<file path="src/rtl/vpid_pkg.sv">
// Shared widths, register map and types for the velocity-form PID controller.
// No dependencies; imported by every module of the block.
package vpid_pkg;

    localparam int SIG_W   = 16;              // measured / target, signed Q8.8
    localparam int ERR_W   = SIG_W + 1;       // exact error width
    localparam int GAIN_W  = 16;              // gains, signed Q8.8
    localparam int TS_W    = 16;              // sample time, unsigned Q0.16
    localparam int LIM_W   = 32;              // limits and drive, signed Q16.16
    localparam int COEF_W  = 40;              // precomputed coefficients
    localparam int ACC_W   = 48;              // saturating drive accumulator
    localparam int PROD_W  = COEF_W + ERR_W;  // one coefficient times one error
    localparam int SUM_W   = PROD_W + 3;      // three products plus the accumulator
    localparam int DIV_N_W = GAIN_W + TS_W;   // |kd| * 2^16
    localparam int DIV_D_W = TS_W;
    localparam int ADDR_W  = 5;
    localparam int DATA_W  = 32;
    localparam int IDX_W   = 3;

    localparam logic [IDX_W-1:0] REG_PROP_GAIN   = 3'd0;
    localparam logic [IDX_W-1:0] REG_INTEG_GAIN  = 3'd1;
    localparam logic [IDX_W-1:0] REG_DERIV_GAIN  = 3'd2;
    localparam logic [IDX_W-1:0] REG_SAMPLE_TIME = 3'd3;
    localparam logic [IDX_W-1:0] REG_OUT_MIN     = 3'd4;
    localparam logic [IDX_W-1:0] REG_OUT_MAX     = 3'd5;

    localparam logic KIND_CLEAR = 1'b1;

    localparam logic [GAIN_W-1:0] PROP_GAIN_RST   = 16'd256;
    localparam logic [TS_W-1:0]   SAMPLE_TIME_RST = 16'd6554;
    localparam logic [LIM_W-1:0]  OUT_MIN_RST     = 32'h8000_0000;
    localparam logic [LIM_W-1:0]  OUT_MAX_RST     = 32'h7FFF_FFFF;

    typedef struct packed {
        logic busy;
        logic done;
    } div_stat_t;

endpackage

</file>
<file path="src/rtl/vpid_div.sv">
// Unsigned restoring divider, one quotient bit per cycle.
// Depends on vpid_pkg for widths and the status struct.
module vpid_div
    import vpid_pkg::*;
(
    input  logic               aclk,
    input  logic               aresetn,
    input  logic               start,
    input  logic [DIV_N_W-1:0] dividend,
    input  logic [DIV_D_W-1:0] divisor,
    output logic [DIV_N_W-1:0] quotient,
    output div_stat_t          stat
);

    localparam int CNT_W = $clog2(DIV_N_W + 1);

    logic [CNT_W-1:0]   cnt_reg;
    logic               busy_reg;
    logic               done_reg;
    logic [DIV_N_W-1:0] quo_reg;
    logic [DIV_D_W-1:0] rem_reg;
    logic [DIV_D_W-1:0] den_reg;

    logic [DIV_D_W:0]   rem_shift;
    logic [DIV_D_W+1:0] diff;

    assign rem_shift = {rem_reg, quo_reg[DIV_N_W-1]};
    assign diff      = {1'b0, rem_shift} - {2'b00, den_reg};

    always_ff @(posedge aclk) begin
        if (!aresetn) begin
            cnt_reg  <= '0;
            busy_reg <= 1'b0;
            done_reg <= 1'b0;
        end else begin
            done_reg <= 1'b0;
            if (start) begin
                cnt_reg  <= CNT_W'(DIV_N_W);
                busy_reg <= 1'b1;
            end else if (busy_reg) begin
                cnt_reg <= cnt_reg - CNT_W'(1);
                if (cnt_reg == CNT_W'(1)) begin
                    busy_reg <= 1'b0;
                    done_reg <= 1'b1;
                end
            end
        end
    end

    // dividend shifts out of the top while quotient bits shift in below
    always_ff @(posedge aclk) begin
        if (start) begin
            quo_reg <= dividend;
            rem_reg <= '0;
            den_reg <= divisor;
        end else if (busy_reg) begin
            if (!diff[DIV_D_W+1]) begin
                rem_reg <= diff[DIV_D_W-1:0];
                quo_reg <= {quo_reg[DIV_N_W-2:0], 1'b1};
            end else begin
                rem_reg <= rem_shift[DIV_D_W-1:0];
                quo_reg <= {quo_reg[DIV_N_W-2:0], 1'b0};
            end
        end
    end

    assign quotient  = quo_reg;
    assign stat.busy = busy_reg;
    assign stat.done = done_reg;

endmodule

</file>
<file path="config.mk">
export PLATFORM = sky130hd
export DESIGN_NAME = vpid_div
export DESIGN_NICKNAME = d
export VERILOG_FILES = /design/src/rtl/vpid_pkg.sv /design/src/rtl/vpid_div.sv
export SDC_FILE = /design/constraint.sdc
export NUM_CORES = 1
export LEC_CHECK = 0
export BUFFER_PORTS_ARGS = -buffer_cell sky130_fd_sc_hd__buf_2
export CAP_MARGIN = 25
export CORE_AREA = 2 2 77 134
export DETAILED_ROUTE_END_ITERATION = 8
export DIE_AREA = 0 0 79 136
export SETUP_SLACK_MARGIN = 0.02
export SYNTH_ARGS = -nofsm -noshare
export SYNTH_HDL_FRONTEND = slang
export SYNTH_SLANG_ARGS = --single-unit
</file>
<file path="constraint.sdc">
create_clock -name aclk -period 3 [get_ports aclk]
set_clock_uncertainty 0.05 [all_clocks]
set_input_delay 0.9 -clock aclk [delete_from_list [all_inputs] [get_ports aclk]]
set_output_delay 0.9 -clock aclk [all_outputs]
set_load 0.005 [all_outputs]
</file>
=== After elaboration in Yosys (flattened, before gate mapping) ===
Cells that the tools add are included.
W data, S select, Z words.

* Flip-flop bits (word level): 72
* Latch bits: 0
* Bits in writable memories: 0
* ROM bits: 0
* Output and inout bits: 34
* Memories: 0

* $add $sub $neg: 2
* Multipliers: 0
* Div/mod/pow operators: 0
* Order comparisons: 0
* Equal/unequal tests: 1
* Shifts and indexed selects: 0
* Multiplexer cells: 10
* Bitwise operators: 2
* Reduce and logical (&&, ||, !) cells: 3

{| class="wikitable"
|+ Operators with widths
! operator !! number
|-
| $mux W32 || 2
|-
| $sub A17 B16 Y18 || 1
|-
| $mux W16 || 1
|-
| $mux W6 || 2
|-
| $eq A6 B1 Y1 const B || 1
|-
| $sub A6 B1 Y6 const B || 1
|-
| $mux W1 || 5
|-
| $reduce_or A3 Y1 || 1
|-
| $not A1 Y1 || 2
|-
| $reduce_bool A2 Y1 || 1
|-
| $reduce_or A2 Y1 || 1
|}

=== Logic depth before layout (Yosys ltp) ===
Gate-level depths: netlist of run 1.

* Depth in word-level cells: 4
* Depth in mapped cells: 10
* Gate-level depth less buffers: 10

=== Least setup slack after synthesis of run 1 ===
OpenSTA, ideal clock, no wires.

* Path type: input to register
* Start point: input port start
* End point: register quo_reg[0] (netlist: quotient[0]), enable pin
* Setup time: 387 ps
* Arrival time: 1,979 ps
* Path slack: 585 ps
* Cell stages on the path: 3
* Buffers on the path: 1
* Path through: clkbuf_1 > nor2_1 > inv_1

* Longest elaborated chain between the ends: 1

{| class="wikitable"
|+ RTL lines
! what !! line !! RTL
|-
| start, declared || vpid_div.sv:8 || <nowiki>input logic start,</nowiki>
|-
| $reduce_bool A2 Y1 (no line) || n/a ||
|-
| end signal, assigned || vpid_div.sv:53 || <nowiki>quo_reg <= dividend;</nowiki>
|-
| end signal, assigned || vpid_div.sv:59 || <nowiki>quo_reg <= {quo_reg[DIV_N_W-2:0], 1'b1};</nowiki>
|-
| end signal, assigned || vpid_div.sv:62 || <nowiki>quo_reg <= {quo_reg[DIV_N_W-2:0], 1'b0};</nowiki>
|-
| end, declared || vpid_div.sv:20 || <nowiki>logic [DIV_N_W-1:0] quo_reg;</nowiki>
|}

Every way passes these cells.
A chain may end at the register's enable or synchronous reset.

=== Worst setup path in the final report of run 1 ===
* Start point: register quo_reg[31] (netlist: quotient[31])
* End point: register rem_reg[14]

* Longest elaborated chain between the ends: 2

{| class="wikitable"
|+ RTL lines
! what !! line !! RTL
|-
| $sub A17 B16 Y18 || vpid_div.sv:28 || <nowiki>assign diff = {1'b0, rem_shift} - {2'b00, den_reg};</nowiki>
|-
| $mux W16 || vpid_div.sv:57 || <nowiki>if (!diff[DIV_D_W+1]) begin</nowiki>
|-
| end signal, assigned || vpid_div.sv:58 || <nowiki>rem_reg <= diff[DIV_D_W-1:0];</nowiki>
|-
| end signal, assigned || vpid_div.sv:61 || <nowiki>rem_reg <= rem_shift[DIV_D_W-1:0];</nowiki>
|-
| end, declared || vpid_div.sv:21 || <nowiki>logic [DIV_D_W-1:0] rem_reg;</nowiki>
|}

Every way passes these cells.

==> impl_metrics.tcl, run 1 <==
set metrics [dict create \
    setup_viol 0 \
    max-cap-violations 0 \
    root_buffer "clkbuf_16" \
    path_max_fanout 4 \
    wl_per_cell_um 15.16 \
    ys_ff_latch 72 \
    cts_sinks 72 \
    largest_reg_flops 32 \
    grt_pass1_wl_mm 13.88 \
    cts_buffers 9 \
    cpMostUsedCell "inv_1" \
    yosysMostFrequentCell "edfxtp_1" \
    first_pass_iters 4 \
    clk_pin_slew_ns 0.06 \
    die_w_um 79 \
    layout_setup_ws_ns 0.4333 \
    fmax_mhz 389.6 \
    drive_gt1_frac 0.3412 \
    p_leak_uw 0.001940 \
    synth_ff_type "edfxtp_1" \
    clock_latency_ns 0.33 \
    fin_crit_ns 2.567 \
    wl_mm 8.337 \
    dp_hpwl_mm 6.352 \
    hold_viol_final 0 \
    whs_endpoint "rem_reg[12]" \
    rsz0062_at_grt "no" \
    report.final.slew_viol_count 0 \
    syn-num-nets 403 \
    cts_tree "built" \
    dp_slack_ns 0.4691 \
    synth_compound_area_frac 0.1275 \
    crit_path_start_kind "flop" \
    io_pins 85 \
    synth-seq-area-share 0.5088 \
    yosysUniqueCellTypes 50 \
    synth-simple-area-share 0.09374 \
    synth-edff-count 48 \
    r2r-end "rem_reg[14]" \
    synth.area.top_cells "edfxtp_1 38%, dfxtp_1 13%, mux2_2 9.5%, ha_1 6.0%, mux2i_1 3.2%" \
    worstSetupEndpointType "flop" \
    n_antenna_cell 0 \
    hold_path.startpoint "rem_reg[12]" \
    start_util 0.3882 \
    status "finished clean" \
    antenna_found_initial 0 \
    whs_ns 0.4295 \
    critPathSlowestCell "fa_1" \
    rows 48 \
    htreeDepth 3 \
    gp_congestion 0.8575 \
    synth_top_family_by_area "compound AO/OA/AOI/OAI gates" \
    core-area_mm2 0.009729 \
    synth-xor-area-share 0.03478 \
    path_cells "inv_1 -> ha_1 -> inv_1 -> fa_1 -> a211oi_1 -> o21ai_2 -> a41oi_1 -> o31ai_1 -> xor2_1 -> a31o_1" \
    numPortBuffers 84 \
    maxSlewHeadroom 0.5573 \
    synth_top_area_frac 0.3816 \
    ir_drop_v 0.0003295 \
    grt_max_degree 33 \
    worstMarginPinSlew_ns 0.6617 \
    synth_common_cells "48 x edfxtp_1, 32 x mux2_2, 30 x nor2_1" \
    syn_to_final_growth_pct 22.06 \
    cts_buffer_depth 2 \
    fin_nets 490 \
    critPathMaxStageDelay_ns 0.41 \
    crit_required_ns 3.17 \
    synthAdderAreaFrac 0.06492 \
    muxShareOfSynthArea 0.1272 \
    synth_top_cell_by_area "edfxtp_1" \
    hold_buffers 0 \
    via_per_inst 5.125 \
    die_h_um 136 \
    ys_warn_count 0 \
    hold_depth 2 \
    finalSetupTns_ns 0 \
    crit_type "flop to flop" \
    p_total_uw 2674 \
    cp-startpoint "quotient[31]" \
    synthCells 333 \
    drc 0 \
    drtAntennaViolNets 0 \
    vias 2819 \
    dieArea_mm2 0.01074 \
    gr-total-overflow 0 \
    arrival_ns 2.74 \
    drtIter0Drc 165 \
    min_path_type "flop to flop" \
    grt_usage 0.1683 \
    post_cts_buffers 0 \
    r2r_cells 10 \
    syn_area_mm2 0.003777 \
    power_density_mw_per_mm2 579.9 \
    r2r_setup_slack_ns 0.43 \
    reg2reg_from "quotient[31]" \
    postSynthAreaPerCell_um2 11.34 \
    postLayoutCoreUtil 0.4739 \
    fin_crit_sh 0.8556 \
    cts_resized 0 \
    grt_pass1_vias 2949 \
    async_reset_ff_frac 0 \
]
-- cell families (layout without fill, tap and decap cells) --
logic type / Yosys count / after routing
buffers and inverters: 38 / 130
DFF: 72 / 72
adders and majority gates: 19 / 19
AOI/OAI and AO/OA: 69 / 69
xor gates and xnor gates: 15 / 15
muxes: 44 / 44
and+or+nand+nor: 76 / 76
-- cell usage in the layout, fill, tap and decap left out, types with 6 or more instances in the layout --
cell type	count
a21oi_1	12
buf_4	6
nand2_1	20
nand2b_1	6
dfxtp_1	24
edfxtp_1	48
buf_2	84
o21ai_0	8
mux2_2	32
xnor2_1	10
mux2i_1	12
clkbuf_16	9
nor2_1	30
ha_1	18
a211oi_1	12
o21ai_1	6
inv_1	23
-- layer usage --
| metal | part of all wire | track usage | up-vias |
|---|---|---|---|
| li1 | - | - | 1390 |
| met1 | 0.37 | 0.1765 | 1338 |
| met2 | 0.57 | 0.3098 | 71 |
| met3 | 0.037 | 0.03984 | 20 |
| met4 | 0.029 | 0.07950 | 0 |
| met5 | 0 | 0 | - |
-- through the flow --
stage          area [um^2]  std cells
3_3_place_gp          4343        534
3_5_place_dp          4343        534
5_1_grt               4611        550
4_1_cts               4611        550
6_report              4611        550
2_1_floorplan         3777        333
-- final cells by class --
| cell class | count | area [um^2] |
|---|---|---|
| inverter | 23 | 86.33 |
| clock buffer | 12 | 246.5 |
| tap | 125 | 156.4 |
| timing repair buffer | 91 | 485.5 |
| clock inverter | 4 | 21.27 |
| fill | 958 | 5119 |
| multi-input combinational | 223 | 1693 |
| sequential | 72 | 1922 |
-- power breakdown --
part / switching [uW] / total, uW / internal (uW)
Sequential: 47.5 / 1210 / 1160
Combinational: 269 / 503 / 234
Clock: 386 / 962 / 576
Total: 702 / 2670 / 1970
-- worst max path at each step --
stage,end,slack (ns),cells after the start
5_1_grt,rem_reg[10],0.20,10
2_1_floorplan,quotient[0],0.58,3
3_5_place_dp,rem_reg[14],0.47,10
3_3_place_gp,rem_reg[14],0.50,10
6_report,rem_reg[14],0.43,10
4_1_cts,rem_reg[14],0.46,10
-- worst max-delay path: cells and delay by family, from the launching register on --
family | cells | cell delay, ns
xor+xnor | 1 | 0.15
fa+ha+maj | 2 | 0.57
compound gates | 5 | 1.19
buf+inv | 2 | 0.13
flops | 1 | 0.38
Note: power is estimated with default switching activity, not from simulation.
==> run 2, diff against run 1 <==
Settings changed: CELL_PAD_IN_SITES_DETAIL_PLACEMENT from default to 0, CELL_PAD_IN_SITES_GLOBAL_PLACEMENT from default to 1, PLACE_DENSITY_LB_ADDON from default to 0.1.
==> impl_metrics.tcl, run 2 (synthesized netlist as in run 1, its figures left out) <==
set metrics [dict create \
    status "finished clean" \
    min_path_type "flop to flop" \
    hold_buffers 0 \
    clock_latency_ns 0.33 \
    clk_pin_slew_ns 0.06 \
    r2r_setup_slack_ns 0.42 \
    crit_path_start_kind "flop" \
    fmax_mhz 386.9 \
    worstMarginPinSlew_ns 0.6628 \
    fin_nets 489 \
    gr-total-overflow 0 \
    drtIter0Drc 87 \
    grt_pass1_wl_mm 13.69 \
    largest_reg_flops 32 \
    start_util 0.3882 \
    via_per_inst 5.031 \
    report.final.slew_viol_count 0 \
    crit_type "flop to flop" \
    cts_resized 0 \
    final_common_cell "buf_2" \
    finalSetupTns_ns 0 \
    ir_drop_v 0.0004649 \
    cp-startpoint "quotient[31]" \
    drive_gt1_frac 0.3396 \
    fin_crit_sh 0.8616 \
    layout_common_cells "84 x buf_2, 48 x edfxtp_1, 32 x mux2_2" \
    post_cts_buffers 0 \
    fin_crit_ns 2.585 \
    p_leak_uw 0.001953 \
    syn_to_final_growth_pct 22.66 \
    rsz0062_at_grt "no" \
    hold_depth 2 \
    cts_buffers 9 \
    die_w_um 79 \
    cts_tree "built" \
    drtAntennaViolNets 0 \
    numPortBuffers 84 \
    cts_buffer_depth 2 \
    io_pins 85 \
    power_density_mw_per_mm2 611.4 \
    max-cap-violations 0 \
    setup_viol 0 \
    vias 2762 \
    first_pass_iters 4 \
    hold_path.startpoint "rem_reg[12]" \
    gp_congestion 0.8410 \
    grt_max_degree 33 \
    wl_mm 8.330 \
    arrival_ns 2.76 \
    n_antenna_cell 0 \
    whs_endpoint "rem_reg[12]" \
    grt_pass1_vias 2903 \
    cts_sinks 72 \
    crit_required_ns 3.17 \
    reg2reg_from "quotient[31]" \
    worstSetupEndpointType "flop" \
    dieArea_mm2 0.01074 \
    dp_hpwl_mm 6.291 \
    htreeDepth 3 \
    root_buffer "clkbuf_16" \
    die_h_um 136 \
    r2r-end "rem_reg[14]" \
    path_max_fanout 4 \
    p_total_uw 2833 \
    core-area_mm2 0.009729 \
    drc 0 \
    grt_usage 0.1665 \
    maxSlewHeadroom 0.5565 \
    rows 48 \
    antenna_found_initial 0 \
    hold_viol_final 0 \
    r2r_cells 10 \
    wl_per_cell_um 15.17 \
]
==> run 2: power breakdown <==
| part | internal, uW | leakage (uW) | switching [uW] |
|---|---|---|---|
| Combinational | 231 | 0.00112 | 262 |
| Sequential | 1160 | 0.000676 | 48.2 |
| Clock | 721 | 0.000152 | 409 |
==> run 2: worst max-delay path by stage <==
| stage | end | slack, ns | cells past startpoint |
|---|---|---|---|
| global route | rem_reg[14] | 0.31 | 10 |
| global placement | rem_reg[14] | 0.45 | 10 |
| CTS | rem_reg[14] | 0.41 | 10 |
| floorplan | quotient[0] | 0.58 | 3 |
| detailed placement | rem_reg[14] | 0.41 | 10 |
| finish | rem_reg[14] | 0.42 | 10 |
==> run 2: through the flow <==
step,instances,instance area [um^2],util,hold slack [ns],setup WS (ns)
after floorplan,333,3777,-,0.3918,0.5848
after global placement,533,4323,0.4443,0.4234,0.4543
after detailed placement,533,4323,0.4443,0.4351,0.4089
after CTS,549,4633,0.4762,0.4440,0.4059
after global routing,549,4633,0.4762,0.4620,0.3116
final,549,4633,0.4762,0.4403,0.4151
==> run 2: layer usage <==
metal  share of wire  global-route usage  vias to the layer above
met4           0.026             0.07759                        0
met2            0.54              0.2976                       78
met5               0                   0                        -
met3           0.056             0.04515                       20
li1                -                   -                     1394
met1            0.38              0.1794                     1270
==> run 2: cell type report <==
cell class / count / area (um^2)
clock buffer: 9 / 225.2
clock inverter: 7 / 85.08
fill: 948 / 5096
inverter: 23 / 86.33
multi-input combinational: 223 / 1693
sequential: 72 / 1922
tap: 125 / 156.4
timing repair buffer: 90 / 465.4
==> run 2: worst max-delay path, stage by stage (launching register included) <==
cell and delay, ns:
edfxtp_1 0.38, inv_1 0.09, ha_1 0.16, inv_1 0.05, fa_1 0.41, a211oi_1 0.31
o21ai_2 0.14, a41oi_1 0.39, o31ai_1 0.13, xor2_1 0.15, a31o_1 0.22
